--- config.mk ---
export PLATFORM = sky130hd
export DESIGN_NAME = text_to_integer_parser
export DESIGN_NICKNAME = d
export VERILOG_FILES = /design/src/hw/rtl/ttip_pkg.sv /design/src/hw/rtl/ttip_front.sv /design/src/hw/rtl/ttip_queue.sv /design/src/hw/rtl/ttip_back.sv /design/src/hw/rtl/text_to_integer_parser.sv
export SDC_FILE = /design/constraint.sdc
export NUM_CORES = 1
export LEC_CHECK = 0
export BUFFER_PORTS_ARGS = -buffer_cell sky130_fd_sc_hd__buf_2
export CORE_UTILIZATION = 48
export CTS_BUF_LIST = sky130_fd_sc_hd__clkbuf_2 sky130_fd_sc_hd__clkbuf_4 sky130_fd_sc_hd__clkbuf_8
export CTS_CLUSTER_DIAMETER = 30
export CTS_CLUSTER_SIZE = 20
export DETAILED_ROUTE_END_ITERATION = 6
export PLACE_DENSITY = 0.67
export SKIP_CTS_REPAIR_TIMING = 1
export SYNTH_ARGS = -nofsm -noshare
export SYNTH_HDL_FRONTEND = slang
export SYNTH_HIERARCHICAL = 1
export SYNTH_SLANG_ARGS = --single-unit
--- constraint.sdc ---
create_clock -name clk -period 9.9 [get_ports clk]
set_clock_uncertainty 0.2 [all_clocks]
set_input_delay 0.495 -clock clk [delete_from_list [all_inputs] [get_ports clk]]
set_output_delay 0.495 -clock clk [all_outputs]
set_load 0.02 [all_outputs]
--- src/hw/rtl/ttip_pkg.sv ---
// ----------------------------------------------------------------------------
// ttip_pkg: shared types and constants for the text-to-integer parser
// Character classes, queue entry type, register indexes and radix codes.
// ----------------------------------------------------------------------------
`default_nettype none

package ttip_pkg;

	// configuration register indexes
	localparam int CFG_IDX_BITS = 2;
	localparam logic [CFG_IDX_BITS-1:0] REG_RADIX       = 2'd0;
	localparam logic [CFG_IDX_BITS-1:0] REG_SIGNED_MODE = 2'd1;

	localparam int RADIX_BITS = 6;
	localparam logic [RADIX_BITS-1:0] RADIX_AUTO = 6'd0;
	localparam logic [RADIX_BITS-1:0] RADIX_MIN  = 6'd2;
	localparam logic [RADIX_BITS-1:0] RADIX_BIN  = 6'd2;
	localparam logic [RADIX_BITS-1:0] RADIX_OCT  = 6'd8;
	localparam logic [RADIX_BITS-1:0] RADIX_DEC  = 6'd10;
	localparam logic [RADIX_BITS-1:0] RADIX_HEX  = 6'd16;
	localparam logic [RADIX_BITS-1:0] RADIX_MAX  = 6'd36;

	// character codes
	localparam logic [7:0] CH_TAB   = 8'h09;
	localparam logic [7:0] CH_CR    = 8'h0D;
	localparam logic [7:0] CH_SPACE = 8'h20;
	localparam logic [7:0] CH_PLUS  = 8'h2B;
	localparam logic [7:0] CH_MINUS = 8'h2D;
	localparam logic [7:0] CH_ZERO  = 8'h30;
	localparam logic [7:0] CH_NINE  = 8'h39;
	localparam logic [7:0] CH_UC_A  = 8'h41;
	localparam logic [7:0] CH_UC_B  = 8'h42;
	localparam logic [7:0] CH_UC_X  = 8'h58;
	localparam logic [7:0] CH_UC_Z  = 8'h5A;
	localparam logic [7:0] CH_LC_A  = 8'h61;
	localparam logic [7:0] CH_LC_B  = 8'h62;
	localparam logic [7:0] CH_LC_X  = 8'h78;
	localparam logic [7:0] CH_LC_Z  = 8'h7A;
	localparam logic [7:0] UC_BIAS  = 8'h37; // 'A' - 10
	localparam logic [7:0] LC_BIAS  = 8'h57; // 'a' - 10

	// decoupling queue between classifier and parser core
	localparam int QDEPTH    = 4;
	localparam int QPTR_BITS = 2;
	localparam int QCNT_BITS = 3;

	// one classified character
	typedef struct packed {
		logic                  first;
		logic                  is_space;
		logic                  is_sign;
		logic                  is_minus;
		logic                  is_zero;
		logic                  is_x;
		logic                  is_b;
		logic                  dv_ok;
		logic [RADIX_BITS-1:0] dv;
	} ttip_char_t;

endpackage

`default_nettype wire

--- src/hw/rtl/ttip_front.sv ---
// ----------------------------------------------------------------------------
// ttip_front: character classifier
// Accepts input transfers and decodes each byte into a class record.
// ----------------------------------------------------------------------------
`default_nettype none

module ttip_front (
	input  wire logic              in_valid,
	output logic                   in_stall,
	input  wire logic              first_char,
	input  wire logic [7:0]        char_code,
	input  wire logic              q_full,
	output logic                   push,
	output ttip_pkg::ttip_char_t   item
);
	import ttip_pkg::*;

	logic [7:0] c;
	logic [7:0] dsub;

	assign c        = char_code;
	assign in_stall = q_full;
	assign push     = in_valid && !q_full;

	always_comb begin
		dsub          = 8'd0;
		item.dv_ok    = 1'b0;
		if (c >= CH_ZERO && c <= CH_NINE) begin
			dsub       = c - CH_ZERO;
			item.dv_ok = 1'b1;
		end else if (c >= CH_UC_A && c <= CH_UC_Z) begin
			dsub       = c - UC_BIAS;
			item.dv_ok = 1'b1;
		end else if (c >= CH_LC_A && c <= CH_LC_Z) begin
			dsub       = c - LC_BIAS;
			item.dv_ok = 1'b1;
		end
		item.dv       = dsub[RADIX_BITS-1:0];
		item.first    = first_char;
		item.is_space = (c == CH_SPACE) || (c >= CH_TAB && c <= CH_CR);
		item.is_sign  = (c == CH_PLUS) || (c == CH_MINUS);
		item.is_minus = (c == CH_MINUS);
		item.is_zero  = (c == CH_ZERO);
		item.is_x     = (c == CH_LC_X) || (c == CH_UC_X);
		item.is_b     = (c == CH_LC_B) || (c == CH_UC_B);
	end

endmodule

`default_nettype wire

--- src/hw/rtl/ttip_queue.sv ---
// ----------------------------------------------------------------------------
// ttip_queue: short FIFO between classifier and parser core
// Register-based queue, one push and one pop per cycle.
// ----------------------------------------------------------------------------
`default_nettype none

module ttip_queue (
	input  wire logic                 clk,
	input  wire logic                 arst_n,
	input  wire logic                 push,
	input  wire ttip_pkg::ttip_char_t push_item,
	output logic                      full,
	input  wire logic                 pop,
	output logic                      head_valid,
	output ttip_pkg::ttip_char_t      head_item
);
	import ttip_pkg::*;

	ttip_char_t             mem_q [QDEPTH];
	logic [QPTR_BITS-1:0]   wr_ptr_q;
	logic [QPTR_BITS-1:0]   rd_ptr_q;
	logic [QCNT_BITS-1:0]   count_q;

	assign full       = (count_q == QCNT_BITS'(QDEPTH));
	assign head_valid = (count_q != '0);
	assign head_item  = mem_q[rd_ptr_q];

	always_ff @(posedge clk) begin
		if (push) begin
			mem_q[wr_ptr_q] <= push_item;
		end
	end

	always_ff @(posedge clk or negedge arst_n) begin
		if (!arst_n) begin
			wr_ptr_q <= '0;
			rd_ptr_q <= '0;
			count_q  <= '0;
		end else begin
			if (push) begin
				wr_ptr_q <= wr_ptr_q + 1'b1;
			end
			if (pop) begin
				rd_ptr_q <= rd_ptr_q + 1'b1;
			end
			if (push && !pop) begin
				count_q <= count_q + 1'b1;
			end else if (pop && !push) begin
				count_q <= count_q - 1'b1;
			end
		end
	end

	a_no_push_full: assert property (@(posedge clk) disable iff (!arst_n)
		push |-> !full)
		else $error("push into full queue");
	a_no_pop_empty: assert property (@(posedge clk) disable iff (!arst_n)
		pop |-> head_valid)
		else $error("pop from empty queue");
	a_count_range: assert property (@(posedge clk) disable iff (!arst_n)
		count_q <= QCNT_BITS'(QDEPTH))
		else $error("queue count beyond depth");

endmodule

`default_nettype wire

--- src/hw/rtl/ttip_back.sv ---
// ----------------------------------------------------------------------------
// ttip_back: parser core
// Runs the parse state machine, one multiply-add per digit, output register.
// ----------------------------------------------------------------------------
`default_nettype none

module ttip_back #(
	parameter int WORD_BITS   = 32,
	parameter int OFFSET_BITS = 16
) (
	input  wire logic                              clk,
	input  wire logic                              arst_n,
	input  wire logic                              q_valid,
	input  wire ttip_pkg::ttip_char_t              q_item,
	output logic                                   q_pop,
	input  wire logic [ttip_pkg::RADIX_BITS-1:0]   radix,
	input  wire logic                              signed_mode,
	output logic                                   out_valid,
	input  wire logic                              out_stall,
	output logic [WORD_BITS-1:0]                   value,
	output logic                                   overflow,
	output logic                                   no_digits,
	output logic [OFFSET_BITS-1:0]                 end_offset
);
	import ttip_pkg::*;

	localparam int PW = WORD_BITS + RADIX_BITS + 1;

	localparam logic [2:0] PH_IDLE   = 3'd0;
	localparam logic [2:0] PH_SPACE  = 3'd1;
	localparam logic [2:0] PH_SIGN   = 3'd2;
	localparam logic [2:0] PH_ZERO   = 3'd3;
	localparam logic [2:0] PH_PREFIX = 3'd4;
	localparam logic [2:0] PH_DIGITS = 3'd5;

	logic [2:0]             phase_q;
	logic [WORD_BITS-1:0]   acc_q;
	logic                   neg_q;
	logic                   ovf_q;
	logic                   seen_q;
	logic [RADIX_BITS-1:0]  arad_q;
	logic [OFFSET_BITS-1:0] pos_q;
	logic [OFFSET_BITS-1:0] pfx_q;

	logic                   out_valid_q;
	logic [WORD_BITS-1:0]   value_q;
	logic                   overflow_q;
	logic                   no_digits_q;
	logic [OFFSET_BITS-1:0] end_offset_q;

	// state as seen by the current character (after a restart, if any)
	logic [2:0]             ph_cur;
	logic [WORD_BITS-1:0]   acc_cur;
	logic                   neg_cur;
	logic                   ovf_cur;
	logic                   seen_cur;
	logic [RADIX_BITS-1:0]  ar_cur;
	logic [OFFSET_BITS-1:0] pos_cur;

	logic [2:0]             ph_n;
	logic [WORD_BITS-1:0]   acc_n;
	logic                   neg_n;
	logic                   ovf_n;
	logic                   seen_n;
	logic [RADIX_BITS-1:0]  ar_n;
	logic [OFFSET_BITS-1:0] pfx_n;

	logic                   fire;
	logic [RADIX_BITS-1:0]  r_eff;
	logic                   dok;
	logic [WORD_BITS-1:0]   base;
	logic [PW-1:0]          prod;
	logic [PW-1:0]          lim;
	logic                   add_ovf;
	logic [WORD_BITS-1:0]   add_acc;
	logic [WORD_BITS-1:0]   sat_val;
	logic [WORD_BITS-1:0]   fin_val;
	logic                   do_take;
	logic                   do_start;
	logic                   do_emit;
	logic [WORD_BITS-1:0]   em_val;
	logic                   em_ovf;
	logic                   em_nod;
	logic [OFFSET_BITS-1:0] em_end;

	assign fire  = q_valid && !(out_valid_q && out_stall);
	assign q_pop = fire;

	// restart on a first character, otherwise bump the position
	always_comb begin
		if (q_item.first) begin
			ph_cur   = PH_SPACE;
			acc_cur  = '0;
			neg_cur  = 1'b0;
			ovf_cur  = 1'b0;
			seen_cur = 1'b0;
			ar_cur   = radix;
			pos_cur  = '0;
		end else begin
			ph_cur   = phase_q;
			acc_cur  = acc_q;
			neg_cur  = neg_q;
			ovf_cur  = ovf_q;
			seen_cur = seen_q;
			ar_cur   = arad_q;
			pos_cur  = (phase_q != PH_IDLE && pos_q != '1) ? pos_q + 1'b1 : pos_q;
		end
	end

	// radix in force for a digit taken in this phase
	always_comb begin
		unique case (ph_cur) inside
			PH_SPACE, PH_SIGN: r_eff = (ar_cur == RADIX_AUTO) ? RADIX_DEC : ar_cur;
			PH_ZERO:           r_eff = (ar_cur == RADIX_AUTO) ? RADIX_OCT : ar_cur;
			default:           r_eff = ar_cur;
		endcase
	end

	assign dok = q_item.dv_ok && r_eff >= RADIX_MIN && r_eff <= RADIX_MAX
	          && q_item.dv < r_eff;

	// multiply-add with range check against the live limit
	assign base = (ph_cur == PH_PREFIX) ? '0 : acc_cur;
	assign prod = ({{(RADIX_BITS+1){1'b0}}, base} * {{(WORD_BITS+1){1'b0}}, r_eff})
	            + {{(WORD_BITS+1){1'b0}}, q_item.dv};

	always_comb begin
		if (signed_mode) begin
			lim = neg_cur ? PW'({1'b1, {(WORD_BITS-1){1'b0}}})
			              : PW'({1'b0, {(WORD_BITS-1){1'b1}}});
		end else begin
			lim = PW'({WORD_BITS{1'b1}});
		end
	end

	assign add_ovf = ovf_cur || (prod > lim);
	assign add_acc = add_ovf ? base : prod[WORD_BITS-1:0];

	always_comb begin
		if (signed_mode) begin
			sat_val = neg_cur ? {1'b1, {(WORD_BITS-1){1'b0}}}
			                  : {1'b0, {(WORD_BITS-1){1'b1}}};
		end else begin
			sat_val = '1;
		end
		if (ovf_cur) begin
			fin_val = sat_val;
		end else if (neg_cur) begin
			fin_val = '0 - acc_cur;
		end else begin
			fin_val = acc_cur;
		end
	end

	// parse state machine
	always_comb begin
		ph_n     = ph_cur;
		acc_n    = acc_cur;
		neg_n    = neg_cur;
		ovf_n    = ovf_cur;
		seen_n   = seen_cur;
		ar_n     = ar_cur;
		pfx_n    = pfx_q;
		do_take  = 1'b0;
		do_start = 1'b0;
		do_emit  = 1'b0;
		em_val   = '0;
		em_ovf   = 1'b0;
		em_nod   = 1'b0;
		em_end   = '0;

		unique case (ph_cur)
			PH_IDLE: begin
			end
			PH_SPACE: begin
				if (q_item.is_space) begin
					ph_n = PH_SPACE;
				end else if (q_item.is_sign) begin
					neg_n = q_item.is_minus;
					ph_n  = PH_SIGN;
				end else begin
					do_start = 1'b1;
				end
			end
			PH_SIGN: begin
				do_start = 1'b1;
			end
			PH_ZERO: begin
				if (q_item.is_x && (ar_cur == RADIX_AUTO || ar_cur == RADIX_HEX)) begin
					ar_n  = RADIX_HEX;
					pfx_n = pos_cur;
					ph_n  = PH_PREFIX;
				end else if (q_item.is_b && (ar_cur == RADIX_AUTO || ar_cur == RADIX_BIN)) begin
					ar_n  = RADIX_BIN;
					pfx_n = pos_cur;
					ph_n  = PH_PREFIX;
				end else begin
					ar_n    = r_eff;
					do_take = 1'b1;
				end
			end
			PH_PREFIX: begin
				if (dok) begin
					do_take = 1'b1;
				end else begin
					// dangling prefix: the lone zero is the number
					do_emit = 1'b1;
					em_end  = pfx_q;
				end
			end
			PH_DIGITS: begin
				do_take = 1'b1;
			end
			default: begin
				ph_n = PH_IDLE;
			end
		endcase

		if (do_start) begin
			if (q_item.is_zero && (ar_cur == RADIX_AUTO || ar_cur == RADIX_BIN
			    || ar_cur == RADIX_HEX)) begin
				seen_n = 1'b1;
				acc_n  = '0;
				ph_n   = PH_ZERO;
			end else begin
				ar_n    = r_eff;
				do_take = 1'b1;
			end
		end

		if (do_take) begin
			if (dok) begin
				acc_n  = add_acc;
				ovf_n  = add_ovf;
				seen_n = 1'b1;
				ph_n   = PH_DIGITS;
			end else begin
				do_emit = 1'b1;
				em_nod  = !seen_cur;
				em_ovf  = seen_cur && ovf_cur;
				em_val  = seen_cur ? fin_val : '0;
				em_end  = seen_cur ? pos_cur : '0;
			end
		end

		if (do_emit) begin
			ph_n = PH_IDLE;
		end
	end

	always_ff @(posedge clk or negedge arst_n) begin
		if (!arst_n) begin
			phase_q <= PH_IDLE;
			acc_q   <= '0;
			neg_q   <= 1'b0;
			ovf_q   <= 1'b0;
			seen_q  <= 1'b0;
			arad_q  <= '0;
			pos_q   <= '0;
			pfx_q   <= '0;
		end else if (fire) begin
			phase_q <= ph_n;
			acc_q   <= acc_n;
			neg_q   <= neg_n;
			ovf_q   <= ovf_n;
			seen_q  <= seen_n;
			arad_q  <= ar_n;
			pos_q   <= pos_cur;
			pfx_q   <= pfx_n;
		end
	end

	// result register
	always_ff @(posedge clk or negedge arst_n) begin
		if (!arst_n) begin
			out_valid_q <= 1'b0;
		end else if (fire && do_emit) begin
			out_valid_q <= 1'b1;
		end else if (!out_stall) begin
			out_valid_q <= 1'b0;
		end
	end

	always_ff @(posedge clk) begin
		if (fire && do_emit) begin
			value_q      <= em_val;
			overflow_q   <= em_ovf;
			no_digits_q  <= em_nod;
			end_offset_q <= em_end;
		end
	end

	assign out_valid  = out_valid_q;
	assign value      = value_q;
	assign overflow   = overflow_q;
	assign no_digits  = no_digits_q;
	assign end_offset = end_offset_q;

	a_digits_seen: assert property (@(posedge clk) disable iff (!arst_n)
		(phase_q == PH_DIGITS || phase_q == PH_ZERO) |-> seen_q)
		else $error("digit phase without a digit");
	a_ovf_seen: assert property (@(posedge clk) disable iff (!arst_n)
		ovf_q |-> seen_q)
		else $error("overflow without a digit");
	a_prefix_radix: assert property (@(posedge clk) disable iff (!arst_n)
		(phase_q == PH_PREFIX) |-> (arad_q == RADIX_HEX || arad_q == RADIX_BIN))
		else $error("prefix phase with wrong radix");
	a_no_overwrite: assert property (@(posedge clk) disable iff (!arst_n)
		(out_valid_q && out_stall) |=> $stable(value_q) && $stable(end_offset_q))
		else $error("pending result overwritten");

endmodule

`default_nettype wire

--- src/hw/rtl/text_to_integer_parser.sv ---
// ----------------------------------------------------------------------------
// text_to_integer_parser: streaming string-to-integer parser
// Classifier, short queue and parser core; strtol / strtoul semantics.
// ----------------------------------------------------------------------------
//
//  channel   direction  handshake              payload
//  -------   ---------  ---------------------  ----------------------------------
//  in        sink       in_valid / in_stall    first_char, char_code
//  out       source     out_valid / out_stall  value, overflow, no_digits,
//                                              end_offset
//  cfg       sink       cfg_valid / cfg_ready  cfg_index, cfg_data
//
//  One character per cycle sustained while no result waits under out_stall;
//  the parser core does one multiply-add by the radix per digit, which is
//  the critical path. A character reaches the core through the queue
//  registers; the result appears in the output register the cycle after the
//  ending char. Reset (arst_n low, asynchronous) empties the queue, idles the
//  parser and loads radix = 0, signed_mode = 1.
//  in_stall rises only when the four-entry queue is full; the core stops only
//  while a finished result waits under out_stall.
// ----------------------------------------------------------------------------
`default_nettype none

module text_to_integer_parser #(
	parameter int WORD_BITS   = 32,
	parameter int OFFSET_BITS = 16
) (
	input  wire logic                                clk,
	input  wire logic                                arst_n,
	// character input
	input  wire logic                                in_valid,
	output logic                                     in_stall,
	input  wire logic                                first_char,
	input  wire logic [7:0]                          char_code,
	// result output
	output logic                                     out_valid,
	input  wire logic                                out_stall,
	output logic [WORD_BITS-1:0]                     value,
	output logic                                     overflow,
	output logic                                     no_digits,
	output logic [OFFSET_BITS-1:0]                   end_offset,
	// configuration writes
	input  wire logic                                cfg_valid,
	output logic                                     cfg_ready,
	input  wire logic [ttip_pkg::CFG_IDX_BITS-1:0]   cfg_index,
	input  wire logic [ttip_pkg::RADIX_BITS-1:0]     cfg_data
);
	import ttip_pkg::*;

	logic [RADIX_BITS-1:0] radix_q;
	logic                  signed_mode_q;

	logic       push;
	ttip_char_t push_item;
	logic       q_full;
	logic       q_pop;
	logic       q_valid;
	ttip_char_t q_item;

	// configuration registers, always ready
	assign cfg_ready = 1'b1;

	always_ff @(posedge clk or negedge arst_n) begin
		if (!arst_n) begin
			radix_q       <= RADIX_AUTO;
			signed_mode_q <= 1'b1;
		end else if (cfg_valid && cfg_ready) begin
			case (cfg_index)
				REG_RADIX:       radix_q       <= cfg_data;
				REG_SIGNED_MODE: signed_mode_q <= cfg_data[0];
				default: begin
				end
			endcase
		end
	end

	// front: take each transfer and classify the byte
	ttip_front u_front (
		.in_valid   (in_valid),
		.in_stall   (in_stall),
		.first_char (first_char),
		.char_code  (char_code),
		.q_full     (q_full),
		.push       (push),
		.item       (push_item)
	);

	// decoupling queue
	ttip_queue u_queue (
		.clk        (clk),
		.arst_n     (arst_n),
		.push       (push),
		.push_item  (push_item),
		.full       (q_full),
		.pop        (q_pop),
		.head_valid (q_valid),
		.head_item  (q_item)
	);

	// back: parse state, accumulate, saturate, emit
	ttip_back #(
		.WORD_BITS   (WORD_BITS),
		.OFFSET_BITS (OFFSET_BITS)
	) u_back (
		.clk         (clk),
		.arst_n      (arst_n),
		.q_valid     (q_valid),
		.q_item      (q_item),
		.q_pop       (q_pop),
		.radix       (radix_q),
		.signed_mode (signed_mode_q),
		.out_valid   (out_valid),
		.out_stall   (out_stall),
		.value       (value),
		.overflow    (overflow),
		.no_digits   (no_digits),
		.end_offset  (end_offset)
	);

endmodule

`default_nettype wire

==> results of run 1 <==
## power groups by stage
| stage | Clock (mW) | Sequential, mW | Combinational [mW] |
|---|---|---|---|
| after floorplan | 0 | 1.38 | 1.20 |
| after global placement | 0 | 1.25 | 1.95 |
| after detailed placement | 0 | 1.25 | 1.98 |
| after CTS | 0.618 | 1.23 | 1.98 |
| after global routing | 0.648 | 1.26 | 2.16 |
| final | 0.606 | 1.23 | 2.01 |
## metal layers
layer	global-route usage	up-vias	part of all wire
li1	-	6565	-
met1	0.361	7084	0.44
met2	0.404	570	0.47
met3	0.0366	80	0.069
met4	0.0770	0	0.021
met5	0	-	0
## worst paths after layout
| check | cells after the start | startpoint | slack (ps) | end |
|---|---|---|---|---|
| worst max-delay path | 29 | u_queue/rd_ptr_q[0]$_DFFE_PN0P_ | 470 | u_back/acc_q[21]$_DFFE_PN0P_ |
| worst min-delay path | 2 | cfg_data[4] | 40 | radix_q[4]$_DFFE_PN0P_ |
| worst max register to register | 29 | u_queue/rd_ptr_q[0]$_DFFE_PN0P_ | 470 | u_back/acc_q[21]$_DFFE_PN0P_ |
| worst min register to register | 2 | u_back/pfx_q[5]$_DFFE_PN0P_ | 300 | u_back/pfx_q[5]$_DFFE_PN0P_ |
| max in group asynchronous | 3 | arst_n | 8040 | u_back/acc_q[21]$_DFFE_PN0P_ |
| min in group asynchronous | 2 | arst_n | 260 | u_queue/wr_ptr_q[1]$_DFFE_PN0P_ |
## cells by family after synthesis
family / synth area share
adder cells (fa/ha/maj): 0.237
XOR/XNOR: 0.0382
AND/OR/NAND/NOR: 0.181
buffers and inverters: 0.0511
multiplexers: 0.0389
AO/OA/AOI/OAI: 0.148
other: 0.000210
flip-flops: 0.305
## layout by cell type, fill, tap and decap left out, drive strengths merged, types with 17 or more instances in the layout
| cell | count |
|---|---|
| a221o | 29 |
| nand4 | 30 |
| a21oi | 117 |
| fa | 125 |
| clkbuf | 17 |
| a22o | 19 |
| mux2 | 21 |
| o31ai | 28 |
| nand3 | 45 |
| and2 | 47 |
| inv | 106 |
| dfrtp | 90 |
| buf | 110 |
| xnor2 | 28 |
| xor2 | 50 |
| and3 | 132 |
| o21ai | 67 |
| ha | 139 |
| edfxtp | 106 |
| nand2 | 174 |
| nor2 | 104 |
| o211ai | 18 |
| nor3 | 26 |
## area by class of cell
cell class / instances / area [um^2]
repair buffers: 111 / 672
clock buffers: 17 / 234
fillers: 3288 / 17500
multi-input cells: 1399 / 11600
flip-flops and latches: 197 / 5460
well taps: 468 / 586
clock inverters: 15 / 236
inverters: 95 / 357
## flip-flops by register name (all words and copies together), names as in the netlist
| signal | count |
|---|---|
| u_back/pos_q | 16 |
| u_queue/count_q | 3 |
| u_back/ovf_q | 1 |
| u_back/no_digits | 1 |
| u_back/acc_q | 32 |
| u_back/out_valid | 1 |
| u_back/overflow | 1 |
| u_back/end_offset | 16 |
| u_back/seen_q | 1 |
| u_back/value | 32 |
| u_back/arad_q | 6 |
| u_queue/wr_ptr_q | 2 |
| u_queue/mem_q | 56 |
| u_queue/rd_ptr_q | 2 |
| u_back/neg_q | 1 |
| u_back/phase_q | 3 |
| signed_mode_q | 1 |
| radix_q | 6 |
| u_back/pfx_q | 16 |
## per-stage QoR
| step | utilization | area [um^2] | hold slack (ps) |
|---|---|---|---|
| finish | 0.522 | 19100 | 37.4 |
| global route | 0.522 | 19100 | 15.1 |
| CTS | 0.521 | 19100 | -297 |
| detailed placement | 0.508 | 18600 | 266 |
| global placement | 0.508 | 18600 | 260 |
| floorplan | - | 17900 | -0.591 |
==> run metrics, run 1 <==
status=finished clean; sequential power share=0.320; cell row count=70; All-Layer GR Usage=0.255; yosys warns=6; CTS sink cnt=197; pre-CTS WS=226 ps; final slew viol count=0; clk slew on worst S/H paths=130 ps; Worst setup SP type=flop; Sw Share=0.495; CP max stage delay=590 ps; hpwl dp=34.9 mm; Switch Pwr=1.91 mW; first-pass GRT wire length=76.9 mm; final WL=47.3 mm; Syn-to-layout area delta=6.94%; pin count of the biggest net entering global routing=91; unrepaired setup endpoints after global routing=false; Post-Syn Nets=2101; Ant. Diodes=0; Port Buffer Count=73; Logic pwr share=0.522; CP max stage cell=mux4_2; synthesized cell area=17900 um^2; fin crit period=9430 ps; Die W=195 um; Hold Vio Cnt, Final=0; drt drc=0; ys flop type=edfxtp_1; Core Region=36600 um^2; starting density of the core=0.488; DR vias=14.3k; Final GP Congestion=0.974; CTS Buf Count=17; post-synthesis register bit count=197; vias in the first global route=13.8k; relative slew slack=0.262; post-synthesis sequential area ratio=0.305; Post-synth EDFFs=106; Slew @ Worst Pin=1110 ps; total grt overflow=0; Gate Count Post-Synth=1815; WP data required=10070 ps; most frequent cells after synthesis=174 x nand2_1, 139 x ha_1, 132 x and3_1; Critical Path Fanout Max=28; WP buf/inv=4; vias per std cell=6.21; # placed instances=2267; final worst-path cycle share=0.953; NumNets Final=2107; Yosys top cell area share=0.178; f_max=0.106 GHz; H-tree Lvls=4; Longest Clk Path Bufs=2; endpoints failing setup=0; First DRT Iteration DRCs=1158; crit path DAT=9600 ps; latest clock arrival within the worst-skew pair=490 ps; Post-Layout Cell Count=2302; Power Density=201 nW/um^2; total power=3.85 mW; post-synth cell types=95; CTS tree=yes; Lkg Pwr=9.24 nW; Syn Area/Cell=9.85 um^2; cell taking the most area after synthesis=edfxtp_1; Peak VDD IR=0.000214 V; most frequent cell after synthesis=nand2_1; Post-DRT Antenna Nets=0; Int Power=1.95 mW; Root Buffer=clkbuf_8; Chip Height=195 um; drt first pass iters=7; die area=38000 um^2; initial antenna violation count=0; I/O pin count=75; Setup WS post-layout=470 ps; Avg WL per Cell=20.6 um; kind of critical path=reg -> reg; CP endpoint kind=flop; CP top delay family=compound AO/OA/AOI/OAI gates; layout cells sized above 1=0.113; Max Cap Viol=0; Sum Neg Setup Slack=0 ps; asr flop ratio synth=0.462; class of the worst hold path=in -> reg; clock power share=0.157; Area contributors post-synth=edfxtp_1 18%, fa_1 14%, dfrtp_1 13%, ha_1 9.7%, and3_1 4.6%
No activity file was read; power rests on OpenSTA's default activity.
==> run 2, diff against run 1 <==
ABC_AREA = 1   (was default)
PLACE_DENSITY = 0.66   (was 0.67)
==> run metrics, run 2 <==
Syn Area/Cell=7.48 um^2 (was 9.85 um^2); CP max stage cell=fa_1 (was mux4_2); final worst-path cycle share=0.923 (was 0.953); Port Buffer Count=73 (unchanged); asr flop ratio synth=0.462 (unchanged); clk slew on worst S/H paths=120 ps (was 130 ps); WP data required=10100 ps (was 10070 ps); NumNets Final=2871 (was 2107); most used cell, CP=nand2_1; CP endpoint kind=flop (unchanged); vias per std cell=5.37 (was 6.21); Reg area=5460 um^2 (about the same); Die W=202 um (was 195 um); Sum Neg Setup Slack=0 ps (unchanged); Syn-to-layout area delta=6.23% (was 6.94%); max reg flops=56 (unchanged); most frequent cell after synthesis=nand2_1 (unchanged); drt first pass iters=6 (was 7); CP max stage delay=530 ps (was 590 ps); endpoints failing setup=0 (unchanged); CTS tree=yes (unchanged); Fillers=3829 (was 3288); latest clock arrival within the worst-skew pair=520 ps (was 490 ps); final WL=51.9 mm (was 47.3 mm); Critical Path Fanout Max=33 (was 28); die area=40600 um^2 (was 38000 um^2); first-pass GRT wire length=85.4 mm (was 76.9 mm); Avg WL per Cell=16.7 um (was 20.6 um); commonest non-fill, non-tap cell in the layout=nand2_1 (unchanged); cell row count=72 (was 70); Max Cap Viol=0 (unchanged); main combinational cell family by area after synthesis=simple AND/OR/NAND/NOR gates (was adder cells); starting density of the core=0.491 (was 0.488); Post-Syn Nets=2841 (was 2101); vias in the first global route=16.0k (was 13.8k); most frequent cells in the layout=605 x nand2_1, 400 x nor2_1, 334 x inv_1 (was 173 x nand2_1, 139 x ha_1, 132 x and3_1); Yosys top cell area share=0.167 (was 0.178); total grt overflow=0 (unchanged); Hold Vio Cnt, Final=0 (unchanged); fin crit period=9140 ps (was 9430 ps); most frequent cells after synthesis=606 x nand2_1, 403 x nor2_1, 334 x inv_1 (was 174 x nand2_1, 139 x ha_1, 132 x and3_1); hpwl dp=41.0 mm (was 34.9 mm); final slew viol count=0 (unchanged); crit path DAT=9330 ps (was 9600 ps); Final GP Congestion=0.979 (was 0.974); All-Layer GR Usage=0.264 (was 0.255); Post-synth EDFFs=106 (unchanged); post-synthesis register bit count=197 (unchanged); yosys warns=6 (unchanged); post-synthesis sequential area ratio=0.286 (was 0.305); Area contributors post-synth=edfxtp_1 17%, fa_1 13%, nand2_1 12%, dfrtp_1 12%, ha_1 9.1% (was edfxtp_1 18%, fa_1 14%, dfrtp_1 13%, ha_1 9.7%, and3_1 4.6%); I/O pin count=75 (unchanged); Longest Clk Path Bufs=2 (unchanged); relative slew slack=0.244 (was 0.262); Slew @ Worst Pin=1130 ps (was 1110 ps); f_max=0.109 GHz (was 0.106 GHz); DR vias=16.7k (was 14.3k); Simple-Gate Fraction of Synth Area=0.271 (was 0.181); ys flop type=edfxtp_1 (unchanged); Worst setup SP type=flop (unchanged); multiplexer share of the synthesized area=0 (was 0.0389); cell taking the most area after synthesis=edfxtp_1 (unchanged); post-synth cell types=53 (was 95); Chip Height=202 um (was 195 um); Gate Count Post-Synth=2555 (was 1815); area of the multi-input gates=11800 um^2 (was 11600 um^2); initial antenna violation count=0 (unchanged); Final Hold Slack=25.2 ps (was 37.4 ps); post-synthesis adder-cell area fraction=0.222 (was 0.237); synthesized cell area=19100 um^2 (was 17900 um^2); kind of critical path=reg -> reg (unchanged); class of the worst hold path=in -> reg (unchanged); Core Region=38900 um^2 (was 36600 um^2); Largest Register=u_queue/mem_q (unchanged); Root Buffer=clkbuf_8 (unchanged); Core Util, Final=0.522 (about the same); First DRT Iteration DRCs=1719 (was 1158); unrepaired setup endpoints after global routing=false (unchanged); status=finished clean (unchanged); H-tree Lvls=4 (unchanged); layout cells sized above 1=0.0847 (was 0.113); Synth Area in XOR/XNOR=0.0215 (was 0.0382); Post-DRT Antenna Nets=0 (unchanged); Ant. Diodes=0 (unchanged); CTS sink cnt=197 (unchanged); Compound-Gate Fraction of Synth Area=0.103 (was 0.148); pin count of the biggest net entering global routing=72 (was 91); drt drc=0 (unchanged); CTS Buf Count=17 (unchanged)
## run 2: cell count changes in the layout (fill, tap and decap cells not counted), sizes merged, moves of 15 or more
cell / before / now
nor2: 104 / 413
a22o: 19 / 0
mux2: 21 / 0
xor2: 50 / 35
o31ai: 28 / 2
xnor2: 28 / 12
o21ai: 67 / 143
nand2: 174 / 625
a221o: 29 / 0
inv: 106 / 360
and2: 47 / 1
and3: 132 / 1
nand3: 45 / 157
## run 2: cell families after synthesis
kind of cell | count (synthesis)
AO/OA/AOI/OAI | 339
AND/OR/NAND/NOR | 1255
flip-flops | 197
buffers and inverters | 452
adder cells (fa/ha/maj) | 264
other | 1
XOR/XNOR | 47
## run 2: worst max-delay path: cells and delay by family, from the launching register on
family                     cells  cell delay, ps
AOI/OAI and AO/OA              8            1140
xor gates and xnor gates       1             300
adders and majority gates      6            2510
buffers and inverters          9            1790
DFF                            1             520
and+or+nand+nor               22            2530
## run 2: final cells by class
| class | count | area share |
|---|---|---|
| multi-input cells | 1906 | 0.582 |
| clock buffers | 18 | 0.0119 |
| clock inverters | 14 | 0.00777 |
| well taps | 518 | 0.0319 |
| flip-flops and latches | 197 | 0.269 |
| repair buffers | 106 | 0.0314 |
| inverters | 357 | 0.0660 |
## run 2: per-stage QoR
stage                     setup slack (ps)  instance area, um^2  instances
after floorplan                       2440                19100       2555
after global placement                1120                19900       3080
after detailed placement               997                19900       3080
after CTS                              936                20300       3112
after global routing                   179                20300       3116
final                                  764                20300       3116
## run 2: final timing paths
check	startpoint	to	slack, ps	cells past startpoint
setup reg to reg	u_queue/rd_ptr_q[1]$_DFFE_PN0P_	u_back/acc_q[26]$_DFFE_PN0P_	760	46
hold reg to reg	u_queue/count_q[2]$_DFFE_PN0P_	u_queue/count_q[2]$_DFFE_PN0P_	290	2
hold / removal	out_stall	u_back/out_valid$_DFFE_PN0P_	30	3
min in group asynchronous	arst_n	u_back/acc_q[6]$_DFFE_PN0P_	260	2
setup / recovery	u_queue/rd_ptr_q[1]$_DFFE_PN0P_	u_back/acc_q[26]$_DFFE_PN0P_	760	46
max in group asynchronous	arst_n	u_queue/rd_ptr_q[0]$_DFFE_PN0P_	7950	3
## run 2: metal layers
| metal | wire [um] | track usage | up-vias | share of wire |
|---|---|---|---|---|
| li1 | - | - | 8197 | - |
| met2 | 23200 | 0.402 | 639 | 0.45 |
| met1 | 24100 | 0.391 | 7846 | 0.46 |
| met4 | 662 | 0.0514 | 0 | 0.013 |
| met3 | 3990 | 0.0481 | 50 | 0.077 |
| met5 | 0 | 0 | - | 0 |
Power of run 2 is left out: the tool's default activity adds up to more than one toggle a clock period on the data nets, which glitch-free logic cannot reach.
